**src/rtl/core/morse_text_encoder_assert.svh**
```systemverilog
// ----------------------------------------------------------------------------
// morse text encoder assertion macros
// shared concurrent assertion forms, clocked on clock and disabled in reset
// ----------------------------------------------------------------------------
`ifndef MORSE_TEXT_ENCODER_ASSERT_SVH
`define MORSE_TEXT_ENCODER_ASSERT_SVH

// same-cycle implication
`define MTE_ASSERT_SAME(lbl, ante, cons, msg) \
   lbl: assert property (@(posedge clock) disable iff (reset) (ante) |-> (cons)) \
      else $error(msg);

// next-cycle implication
`define MTE_ASSERT_NEXT(lbl, ante, cons, msg) \
   lbl: assert property (@(posedge clock) disable iff (reset) (ante) |=> (cons)) \
      else $error(msg);

`endif

```
**src/rtl/core/mte_pkg.sv**
```systemverilog
// ----------------------------------------------------------------------------
// mte_pkg
// shared types, symbol codes and the character to morse pattern table
// ----------------------------------------------------------------------------
`default_nettype none

package mte_pkg;

   // output symbol codes
   typedef enum logic [1:0] {
      SYM_DOT   = 2'd0,
      SYM_DASH  = 2'd1,
      SYM_SPACE = 2'd2,
      SYM_SLASH = 2'd3
   } symbol_type;

   // longest dot/dash pattern and longest symbol run per character
   localparam int unsigned PatMaxC = 6;
   localparam int unsigned RunMaxC = 7;

   // ascii codes with special handling
   localparam logic [7:0] AsciiSpaceC = 8'h20;
   localparam logic [7:0] CaseOffsetC = 8'h20;

   // pattern: bits left-aligned, first symbol in the msb, 1 = dash
   typedef struct packed {
      logic       valid;
      logic [2:0] len;
      logic [5:0] bits;
   } pattern_type;

   // controller to datapath commands
   typedef struct packed {
      logic load;
      logic shift;
   } mte_cmd_type;

   // datapath to controller status
   typedef struct packed {
      logic load_nonempty;
      logic on_last;
   } mte_status_type;

   function automatic pattern_type pattern_of(input logic [7:0] code);
      logic [7:0]  c;
      pattern_type p;
      c = code;
      if (c inside {["a":"z"]}) begin
         c = c - CaseOffsetC;
      end
      p = '{valid: 1'b1, len: 3'd0, bits: 6'b000000};
      case (c)
         "A":  begin p.len = 3'd2; p.bits = 6'b010000; end
         "B":  begin p.len = 3'd4; p.bits = 6'b100000; end
         "C":  begin p.len = 3'd4; p.bits = 6'b101000; end
         "D":  begin p.len = 3'd3; p.bits = 6'b100000; end
         "E":  begin p.len = 3'd1; p.bits = 6'b000000; end
         "F":  begin p.len = 3'd4; p.bits = 6'b001000; end
         "G":  begin p.len = 3'd3; p.bits = 6'b110000; end
         "H":  begin p.len = 3'd4; p.bits = 6'b000000; end
         "I":  begin p.len = 3'd2; p.bits = 6'b000000; end
         "J":  begin p.len = 3'd4; p.bits = 6'b011100; end
         "K":  begin p.len = 3'd3; p.bits = 6'b101000; end
         "L":  begin p.len = 3'd4; p.bits = 6'b010000; end
         "M":  begin p.len = 3'd2; p.bits = 6'b110000; end
         "N":  begin p.len = 3'd2; p.bits = 6'b100000; end
         "O":  begin p.len = 3'd3; p.bits = 6'b111000; end
         "P":  begin p.len = 3'd4; p.bits = 6'b011000; end
         "Q":  begin p.len = 3'd4; p.bits = 6'b110100; end
         "R":  begin p.len = 3'd3; p.bits = 6'b010000; end
         "S":  begin p.len = 3'd3; p.bits = 6'b000000; end
         "T":  begin p.len = 3'd1; p.bits = 6'b100000; end
         "U":  begin p.len = 3'd3; p.bits = 6'b001000; end
         "V":  begin p.len = 3'd4; p.bits = 6'b000100; end
         "W":  begin p.len = 3'd3; p.bits = 6'b011000; end
         "X":  begin p.len = 3'd4; p.bits = 6'b100100; end
         "Y":  begin p.len = 3'd4; p.bits = 6'b101100; end
         "Z":  begin p.len = 3'd4; p.bits = 6'b110000; end
         "0":  begin p.len = 3'd5; p.bits = 6'b111110; end
         "1":  begin p.len = 3'd5; p.bits = 6'b011110; end
         "2":  begin p.len = 3'd5; p.bits = 6'b001110; end
         "3":  begin p.len = 3'd5; p.bits = 6'b000110; end
         "4":  begin p.len = 3'd5; p.bits = 6'b000010; end
         "5":  begin p.len = 3'd5; p.bits = 6'b000000; end
         "6":  begin p.len = 3'd5; p.bits = 6'b100000; end
         "7":  begin p.len = 3'd5; p.bits = 6'b110000; end
         "8":  begin p.len = 3'd5; p.bits = 6'b111000; end
         "9":  begin p.len = 3'd5; p.bits = 6'b111100; end
         ".":  begin p.len = 3'd6; p.bits = 6'b010101; end
         ",":  begin p.len = 3'd6; p.bits = 6'b110011; end
         "?":  begin p.len = 3'd6; p.bits = 6'b001100; end
         "'":  begin p.len = 3'd6; p.bits = 6'b011110; end
         "\"": begin p.len = 3'd6; p.bits = 6'b010010; end
         "!":  begin p.len = 3'd6; p.bits = 6'b101011; end
         "/":  begin p.len = 3'd5; p.bits = 6'b100100; end
         "(":  begin p.len = 3'd5; p.bits = 6'b101100; end
         ")":  begin p.len = 3'd6; p.bits = 6'b101101; end
         "&":  begin p.len = 3'd5; p.bits = 6'b010000; end
         default: begin
            p.valid = 1'b0;
         end
      endcase
      return p;
   endfunction

endpackage

`default_nettype wire

```
**src/rtl/core/mte_ctrl.sv**
```systemverilog
// ----------------------------------------------------------------------------
// mte_ctrl
// controller: accepts one character, then hands out its symbols one by one
// ----------------------------------------------------------------------------
`default_nettype none

`include "morse_text_encoder_assert.svh"

module mte_ctrl (
   input  wire logic                    clock,
   input  wire logic                    reset,
   input  wire logic                    req_valid,
   output logic                         req_ready,
   output logic                         rsp_valid,
   input  wire logic                    rsp_ready,
   input  wire mte_pkg::mte_status_type status,
   output mte_pkg::mte_cmd_type         cmd
);

   typedef enum logic [1:0] {
      ST_IDLE = 2'b01,
      ST_SEND = 2'b10
   } state_type;

   state_type state_ff;
   state_type state_in;

   // handshake outputs follow the state
   assign req_ready = (state_ff == ST_IDLE);
   assign rsp_valid = (state_ff == ST_SEND);

   // next state and commands
   always_comb begin
      state_in  = state_ff;
      cmd.load  = 1'b0;
      cmd.shift = 1'b0;
      case (state_ff)
         ST_IDLE: begin
            if (req_valid) begin
               cmd.load = 1'b1;
               if (status.load_nonempty) begin
                  state_in = ST_SEND;
               end
            end
         end
         ST_SEND: begin
            if (rsp_ready) begin
               cmd.shift = 1'b1;
               if (status.on_last) begin
                  state_in = ST_IDLE;
               end
            end
         end
         default: begin
            state_in = ST_IDLE;
         end
      endcase
   end

   // state register
   always_ff @(posedge clock) begin
      if (reset) begin
         state_ff <= ST_IDLE;
      end else begin
         state_ff <= state_in;
      end
   end

   // checks
   `MTE_ASSERT_NEXT(a_last_frees_input, rsp_valid && rsp_ready && status.on_last, req_ready, "input not ready after last symbol")
   `MTE_ASSERT_NEXT(a_load_starts_send, req_valid && req_ready && status.load_nonempty, rsp_valid, "no symbol after a character with a pattern")
   `MTE_ASSERT_NEXT(a_silent_stays_idle, req_valid && req_ready && !status.load_nonempty, req_ready && !rsp_valid, "silent character left the idle state")

endmodule

`default_nettype wire

```
**src/rtl/core/mte_datapath.sv**
```systemverilog
// ----------------------------------------------------------------------------
// mte_datapath
// datapath: pattern lookup, symbol run shift register and space tracking
// ----------------------------------------------------------------------------
`default_nettype none

`include "morse_text_encoder_assert.svh"

module mte_datapath (
   input  wire logic                 clock,
   input  wire logic                 reset,
   input  wire logic [7:0]           req_char_code,
   input  wire logic                 req_end_of_text,
   input  wire mte_pkg::mte_cmd_type cmd,
   output mte_pkg::mte_status_type   status,
   output logic [1:0]                rsp_symbol,
   output logic                      rsp_last_of_run
);

   localparam int unsigned RunW = 2 * mte_pkg::RunMaxC;

   mte_pkg::pattern_type pat;
   logic                 is_space;
   logic [2:0]           count_in;
   logic [2:0]           count_ff;
   logic [RunW-1:0]      run_in;
   logic [RunW-1:0]      run_ff;
   logic                 prev_space_in;
   logic                 prev_space_ff;

   assign pat      = mte_pkg::pattern_of(req_char_code);
   assign is_space = (req_char_code == mte_pkg::AsciiSpaceC);

   // build the symbol run of a new character, first symbol in the low slot
   always_comb begin
      run_in   = '0;
      count_in = 3'd0;
      if (pat.valid) begin
         for (int i = 0; i < int'(mte_pkg::RunMaxC); i++) begin
            if ((i < int'(mte_pkg::PatMaxC)) && (3'(i) < pat.len)) begin
               run_in[2*i +: 2] = pat.bits[mte_pkg::PatMaxC - 1 - i] ?
                                  mte_pkg::SYM_DASH : mte_pkg::SYM_DOT;
            end else if (3'(i) == pat.len) begin
               run_in[2*i +: 2] = mte_pkg::SYM_SPACE;
            end
         end
         count_in = pat.len + {2'b00, !req_end_of_text};
      end else if (is_space && !prev_space_ff) begin
         run_in[1:0] = mte_pkg::SYM_SLASH;
         run_in[3:2] = mte_pkg::SYM_SPACE;
         count_in    = 3'd1 + {2'b00, !req_end_of_text};
      end
   end

   assign prev_space_in = is_space && !req_end_of_text;

   // status for the controller
   assign status.load_nonempty = (count_in != 3'd0);
   assign status.on_last       = (count_ff == 3'd1);

   // head of the run drives the result transaction
   assign rsp_symbol      = run_ff[1:0];
   assign rsp_last_of_run = (count_ff == 3'd1);

   // control registers
   always_ff @(posedge clock) begin
      if (reset) begin
         count_ff      <= 3'd0;
         prev_space_ff <= 1'b0;
      end else if (cmd.load) begin
         count_ff      <= count_in;
         prev_space_ff <= prev_space_in;
      end else if (cmd.shift) begin
         count_ff      <= count_ff - 3'd1;
      end
   end

   // symbol run shift register
   always_ff @(posedge clock) begin
      if (cmd.load) begin
         run_ff <= run_in;
      end else if (cmd.shift) begin
         run_ff <= {2'b00, run_ff[RunW-1:2]};
      end
   end

   // checks
   `MTE_ASSERT_SAME(a_shift_needs_symbol, cmd.shift, count_ff != 3'd0, "shift with an empty run")
   `MTE_ASSERT_SAME(a_one_command, cmd.load, !cmd.shift, "load and shift in the same cycle")
   `MTE_ASSERT_NEXT(a_last_empties_run, cmd.shift && (count_ff == 3'd1), count_ff == 3'd0, "run not empty after its last symbol")

endmodule

`default_nettype wire

```
**src/rtl/core/morse_text_encoder.sv**
```systemverilog
// ----------------------------------------------------------------------------
// morse_text_encoder
// international morse code encoder, one ascii character in, one symbol out
// ----------------------------------------------------------------------------
// usage
//   req_ channel: one ascii character per transaction, with an end of text
//   flag on the last character of a text.
//   rsp_ channel: one symbol per transaction (dot, dash, space separator,
//   word slash); rsp_last_of_run marks the final symbol of a character.
//   the first symbol is shown the cycle after the character is taken; the
//   symbol shift register hands out one symbol per cycle while the receiver
//   is ready, and a character that gives no symbol leaves the block ready
//   for the next character.
//   req_ready is high only while no symbol of the previous character waits.
//   a stalled receiver holds the current symbol on the rsp_ ports until taken.
//   reset: clears the symbol count and the previous-space flag, so the first
//   character counts as following a non-space.
// ----------------------------------------------------------------------------
`default_nettype none

module morse_text_encoder (
   input  wire logic       clock,
   input  wire logic       reset,
   input  wire logic       req_valid,
   output logic            req_ready,
   input  wire logic [7:0] req_char_code,
   input  wire logic       req_end_of_text,
   output logic            rsp_valid,
   input  wire logic       rsp_ready,
   output logic [1:0]      rsp_symbol,
   output logic            rsp_last_of_run
);

   mte_pkg::mte_cmd_type    cmd;
   mte_pkg::mte_status_type status;

   // controller
   mte_ctrl u_ctrl (
      .clock     (clock),
      .reset     (reset),
      .req_valid (req_valid),
      .req_ready (req_ready),
      .rsp_valid (rsp_valid),
      .rsp_ready (rsp_ready),
      .status    (status),
      .cmd       (cmd)
   );

   // datapath
   mte_datapath u_datapath (
      .clock           (clock),
      .reset           (reset),
      .req_char_code   (req_char_code),
      .req_end_of_text (req_end_of_text),
      .cmd             (cmd),
      .status          (status),
      .rsp_symbol      (rsp_symbol),
      .rsp_last_of_run (rsp_last_of_run)
   );

endmodule

`default_nettype wire

```
**config.mk**
```make
export PLATFORM = sky130hd
export DESIGN_NAME = morse_text_encoder
export DESIGN_NICKNAME = d
export VERILOG_FILES = /design/src/rtl/core/mte_pkg.sv /design/src/rtl/core/mte_ctrl.sv /design/src/rtl/core/mte_datapath.sv /design/src/rtl/core/morse_text_encoder.sv
export VERILOG_INCLUDE_DIRS = /design/src /design/src/rtl/core
export SDC_FILE = /design/constraint.sdc
export NUM_CORES = 1
export LEC_CHECK = 0
export BUFFER_PORTS_ARGS = -buffer_cell sky130_fd_sc_hd__buf_4
export CAP_MARGIN = 5
export CORE_AREA = 2 2 69 71
export CTS_BUF_LIST = sky130_fd_sc_hd__clkbuf_4 sky130_fd_sc_hd__clkbuf_8
export CTS_CLUSTER_DIAMETER = 100
export DETAILED_ROUTE_END_ITERATION = 7
export DIE_AREA = 0 0 71 73
export GPL_ROUTABILITY_DRIVEN = 0
export GPL_TIMING_DRIVEN = 0
export HOLD_SLACK_MARGIN = 0.08
export PLACE_DENSITY = 0.67
export SLEW_MARGIN = 5
export SYNTH_ARGS = -nofsm -noshare
export SYNTH_HDL_FRONTEND = slang
export SYNTH_SLANG_ARGS = --single-unit
```
**constraint.sdc**
```tcl
create_clock -name clock -period 2.55 [get_ports clock]
set_input_delay 0.3825 -clock clock [delete_from_list [all_inputs] [get_ports clock]]
set_output_delay 0.3825 -clock clock [all_outputs]
set_load 0.005 [all_outputs]
```
Word level (Yosys, flattened, before mapping)
Index checks and enable logic that the tools add are counted.
{"block": "totals", "regBits": 20, "n_memories": 0, "rom_bits": 0, "input_bits": 13, "mem_bits_rw": 0, "latch_bits": 0}
{"block": "classes", "add_sub_neg": 4, "muxes": 40, "n_bitwise": 0, "multipliers": 0, "n_lt_le_gt_ge": 8, "shifts": 0, "n_div": 0, "eq_ne": 60, "reduce_logical": 10}
{"op": "$pmux W9 S46", "count": 1}
{"op": "$eq A8 B7 Y1 const B", "count": 26}
{"op": "$eq A8 B6 Y1 const B", "count": 21}
{"op": "$reduce_or A46 Y1", "count": 1}
{"op": "$mux W2", "count": 17}
{"op": "$mux W14", "count": 2}
{"op": "$mux W3", "count": 4}
{"op": "$mux W1", "count": 11}
{"op": "$mux W10", "count": 1}
{"op": "$eq A3 B3 Y1 const A", "count": 3}
{"op": "$ge A8 B7 Y1 const B", "count": 1}
{"op": "$le A8 B7 Y1 const B", "count": 1}
{"op": "$mux W4", "count": 2}
{"op": "$mux W8", "count": 1}
{"op": "$sub A8 B6 Y8 const B", "count": 1}
{"op": "$eq A2 B3 Y1 const A", "count": 2}
{"op": "$lt A1 B3 Y1 const A", "count": 2}
{"op": "$lt A2 B3 Y1 const A", "count": 2}
{"op": "$lt A3 B3 Y1 const A", "count": 2}
{"op": "$ne A2 B1 Y1 const B", "count": 3}
{"op": "$pmux W2 S2", "count": 1}
{"op": "$reduce_and A4 Y1", "count": 1}
{"op": "$add A3 B1 Y3", "count": 1}
{"op": "$eq A1 B3 Y1 const A", "count": 1}
{"op": "11 further kinds", "count": 14}

Logic depth before layout (Yosys ltp)
{"block": "depth", "depth_word": 11, "mapped_depth": 15}

Hierarchy
A second synthesis with hierarchy kept.
{"block": "unflattened", "hier_cells": 237, "hier_area_um2": 1980.6}
{"module": "mte_datapath", "instances": 1, "cells_per_inst": 226, "area_per_inst_um2": 1876.8}
{"module": "mte_ctrl", "instances": 1, "cells_per_inst": 11, "area_per_inst_um2": 103.8}

Least setup slack after synthesis
No wires, ideal clock.
{"block": "synth_timing", "path_kind": "input-to-reg", "from": "input req_char_code[1]", "to": "register u_ctrl.state_ff[0]", "arrival_ns": 2.547, "setup_ns": 0.122, "required_time_ns": 2.428, "cell_stages": 15, "slack_ns": -0.119, "cell_sequence": "buf_2 -> clkbuf_1 -> clkbuf_1 -> nor2_1 -> o21ai_0 -> o221ai_1 -> nand2_1 -> and2_1 -> inv_1 -> ha_1 -> ha_1 -> nor3_1 -> nand4_1 -> o211ai_1 -> a221o_1"}
{"block": "synth_between", "elab_chain_len": 10, "word_cells_on_any_way": 62, "cone_classes": "add/sub (2); order compare (2); eq/ne (48); mux (5); reduce/logical (5)"}
{"element": "start, declared", "line_no": "morse_text_encoder.sv:26", "text": "input wire logic [7:0] req_char_code,"}
{"element": "$ge A8 B7 Y1 or $le A8 B7 Y1 (tied branches)", "line_no": "mte_pkg.sv:48", "text": "if (c inside {[\"a\":\"z\"]}) begin"}
{"element": "$logic_and A1 B1 Y1", "line_no": "mte_pkg.sv:48"}
{"element": "$mux W8", "line_no": "mte_pkg.sv:48"}
{"element": "$eq A8 B6 Y1 or $eq A8 B7 Y1 (tied branches)", "line_no": "mte_pkg.sv:52", "text": "case (c)"}
{"element": "$pmux W9 S46 or $reduce_or A46 Y1 (tied branches)"}
{"element": "$add A3 B1 Y3 or $mux W1 (tied branches)", "line_no": "mte_datapath.sv:47, mte_pkg.sv:52"}
{"element": "$mux W3 *", "line_no": "mte_datapath.sv:38", "text": "if (pat.valid) begin"}
{"element": "$reduce_bool A3 Y1 *", "line_no": "mte_datapath.sv:58", "text": "assign status.load_nonempty = (count_in != 3'd0);"}
{"element": "$ne A2 B1 Y1 (no line) *"}
{"element": "$reduce_and A4 Y1 (no line) *"}
{"element": "end signal, assigned", "line_no": "mte_ctrl.sv:65", "text": "state_ff <= state_in;"}
{"element": "end, declared", "line_no": "mte_ctrl.sv:25", "text": "state_type state_ff;"}
Every way passes the cells marked *; elsewhere a longest branch is shown, timed or not.
A chain may end at the register's enable or synchronous reset.

Final worst setup path
{"block": "layout_timing", "from": "input req_char_code[4]", "to": "register u_ctrl.state_ff[0]"}
The elaborated chain is that of the path after synthesis.

==> reports/results.ini <==
[clocking]
cts_buffers = 3
htree_levels = 1
clk_latency_ns = 0.26
clkSinkCount = 19
clock_path_buffers = 2
cts_tree = yes
cts_root_buf = clkbuf_8
path_clk_slew_ns = 0.07
cts-hold-fix-buffers = 0

[final_layout]
drive_gt1_share_pct = 22.9
n_antenna_cell = 0
final_cells = 334
nNetsFinal = 300
syn_to_final_growth_pct = 22.4

[critical_path]
path_class = input port to flop
worstSetupStartpointType = input port
crit_fanout = 4
worst_ep_required_time_ns = 2.70
setup.worst_path.end_class = flop
critPathArrivalTime_ns = 2.63

[floorplan]
coreArea_um2 = 4540
pin_count = 18
die-area_um2 = 5180
num_rows = 25
fp.dieW_um = 71
start_util_pct = 42.7
die_h_um = 73

[sta]
fin_crit_ns = 2.48
max_freq_mhz = 404
fin_crit_sh_pct = 97.2
clock_skew_ns = 0.00214
setup-violations-final = 0
worst_pin_slew_ns = 0.597
slew_violations = 0
max_slew_margin_pct = 60.1
fin_ws_ns = 0.0724
finalHoldViolCount = 0

[detailed_routing]
firstDrtPassIters = 5
drt_iter0_drc = 256
final_antenna_net_count = 0
wire_per_inst_um = 16.3
drc = 0
vias = 2062
via_per_inst = 6.17
drt_wl_total_um = 5460

[grt]
grt_use_total_pct = 21.0
grt_max_degree = 20
grt_pass1_vias = 1829
grt-ovfl-total = 0
antenna_found_initial = 0
grt_pass1_wl_um = 8800

[synthesis]
syn_nets = 277
synth-seq-cells = 19
avgSynthCellArea_um2 = 7.50
synth_edf_count = 13
ys.flop_type = edfxtp_1
synthTopCellsByCount = nand2_1 (34), o21ai_0 (28), a21oi_1 (19)
synth-seq-area-share_pct = 26.4
ys_top_cells_by_area = edfxtp_1 (20%), o21ai_0 (7.2%), nand2_1 (6.6%)
netlist_area_um2 = 1940
ys.warnings.count = 0
synth_cell_types = 60
synth_largest_area_cell = edfxtp_1
yosysMostFrequentCell = nand2_1
synth_top_area_share_pct = 20.2
async_flop_share_pct = 0
syn_inst = 258

[pwr]
power_density_nw_per_um2 = 377
ir_drop_v = 0.000165
p_leak_nw = 0.860

[place]
dp_hpwl_um = 4020
io_buffers = 16
dp_slack_ns = -0.645
placedCellCount = 328

[hold_path]
hold_path.class = input port to flop

[run]
max_cap_violations = 0

[run_status]
outcome = finished, final reports clean

-- cell usage in the layout, fill, tap and decap left out, types with 3 or more instances in the layout --
| master | n |
|---|---|
| and2_1 | 3 |
| mux2i_1 | 5 |
| nor3_1 | 6 |
| a221oi_1 | 4 |
| dfxtp_1 | 6 |
| nand2b_1 | 5 |
| o21a_1 | 3 |
| nand3_1 | 10 |
| clkbuf_1 | 5 |
| o21ai_0 | 25 |
| a21boi_0 | 3 |
| nor2b_1 | 11 |
| o22ai_1 | 3 |
| buf_4 | 23 |
| o31ai_1 | 4 |
| ha_4 | 3 |
| inv_4 | 3 |
| clkbuf_4 | 6 |
| a31oi_1 | 3 |
| nor2_1 | 10 |
| a21oi_1 | 19 |
| clkbuf_8 | 3 |
| nand2_1 | 34 |
| inv_1 | 6 |
| nor2_4 | 4 |
| edfxtp_1 | 13 |
| ha_1 | 3 |
-- final timing paths --
path / from / slack (ns) / depth (start not counted) / end
worst min register to register: u_datapath.run_ff[3] / 0.51 / 2 / u_datapath.run_ff[1]
worst max register to register: u_ctrl.state_ff[1] / 0.66 / 6 / u_datapath.count_ff[1]
worst min-delay path: reset / 0.33 / 2 / u_datapath.prev_space_ff
worst max-delay path: req_char_code[4] / 0.07 / 13 / u_ctrl.state_ff[0]
-- worst max-delay path, stage by stage --
cell	delay (ns)
buf_4	0.12
or4_4	0.56
o21ai_4	0.16
a2111oi_4	0.11
nand2_1	0.09
and2_4	0.15
inv_4	0.04
ha_4	0.16
ha_4	0.28
nor3_2	0.04
nand4_1	0.07
o211ai_1	0.12
a221o_1	0.33
-- per-stage QoR --
stage	setup TNS, ns	util [%]	area, µm²	total power (W)	hold WS, ns
2_1_floorplan	-0.00257	-	1970	0.000555	0.452
3_3_place_gp	-2.69	47.5	2160	0.000637	0.499
3_5_place_dp	-2.26	47.5	2160	0.000637	0.501
4_1_cts	0	50.2	2280	0.000873	0.323
5_1_grt	-0.0185	52.2	2370	0.000937	0.323
6_report	0	52.2	2370	0.000892	0.328
-- cells by family after synthesis --
family,share of synthesized area (%)
AND/OR/NAND/NOR,27.5
multiplexers,2.59
flip-flops,26.4
AO/OA/AOI/OAI,31.6
adder cells (fa/ha/maj),3.88
XOR/XNOR,0.905
buffers and inverters,7.11
-- final cells by class --
| type | instances | area (µm²) |
|---|---|---|
| multi-input cells | 208 | 1430 |
| clock buffers | 4 | 48.8 |
| repair buffers | 19 | 143 |
| plain buffers | 21 | 133 |
| inverters | 9 | 41.3 |
| well taps | 54 | 67.6 |
| flip-flops and latches | 19 | 510 |
| fillers | 441 | 2170 |
-- where the power goes --
part	total (W)	internal, W	switching, W
combinational	0.000306	0.000126	0.000180
sequential	0.000364	0.000357	0.00000671
clock	0.000222	0.000122	0.000100
total	0.000892	0.000605	0.000287
-- sequential cells by signal (all words and copies together), names as in the netlist --
name,count
u_datapath.prev_space_ff,1
u_datapath.run_ff,13
u_datapath.count_ff,3
u_ctrl.state_ff,2
-- per-layer routing --
| layer | global-route usage (%) | share of wire [%] | vias to the layer above |
|---|---|---|---|
| met3 | 1.38 | 6.6 | 15 |
| met1 | 30.2 | 45 | 936 |
| li1 | - | - | 994 |
| met5 | 0 | 0 | - |
| met2 | 32.3 | 46 | 117 |
| met4 | 9.64 | 2.8 | 0 |
-- repair_timing --
item / in CTS / in global routing
setup buffers: 1 / 2
pin swaps: 7 / 11
resized for setup: 23 / 24
setup endpoints to repair: 3 / 2
endpoints found under the hold margin: 0 / 0
No activity file was read; power rests on OpenSTA's default activity.
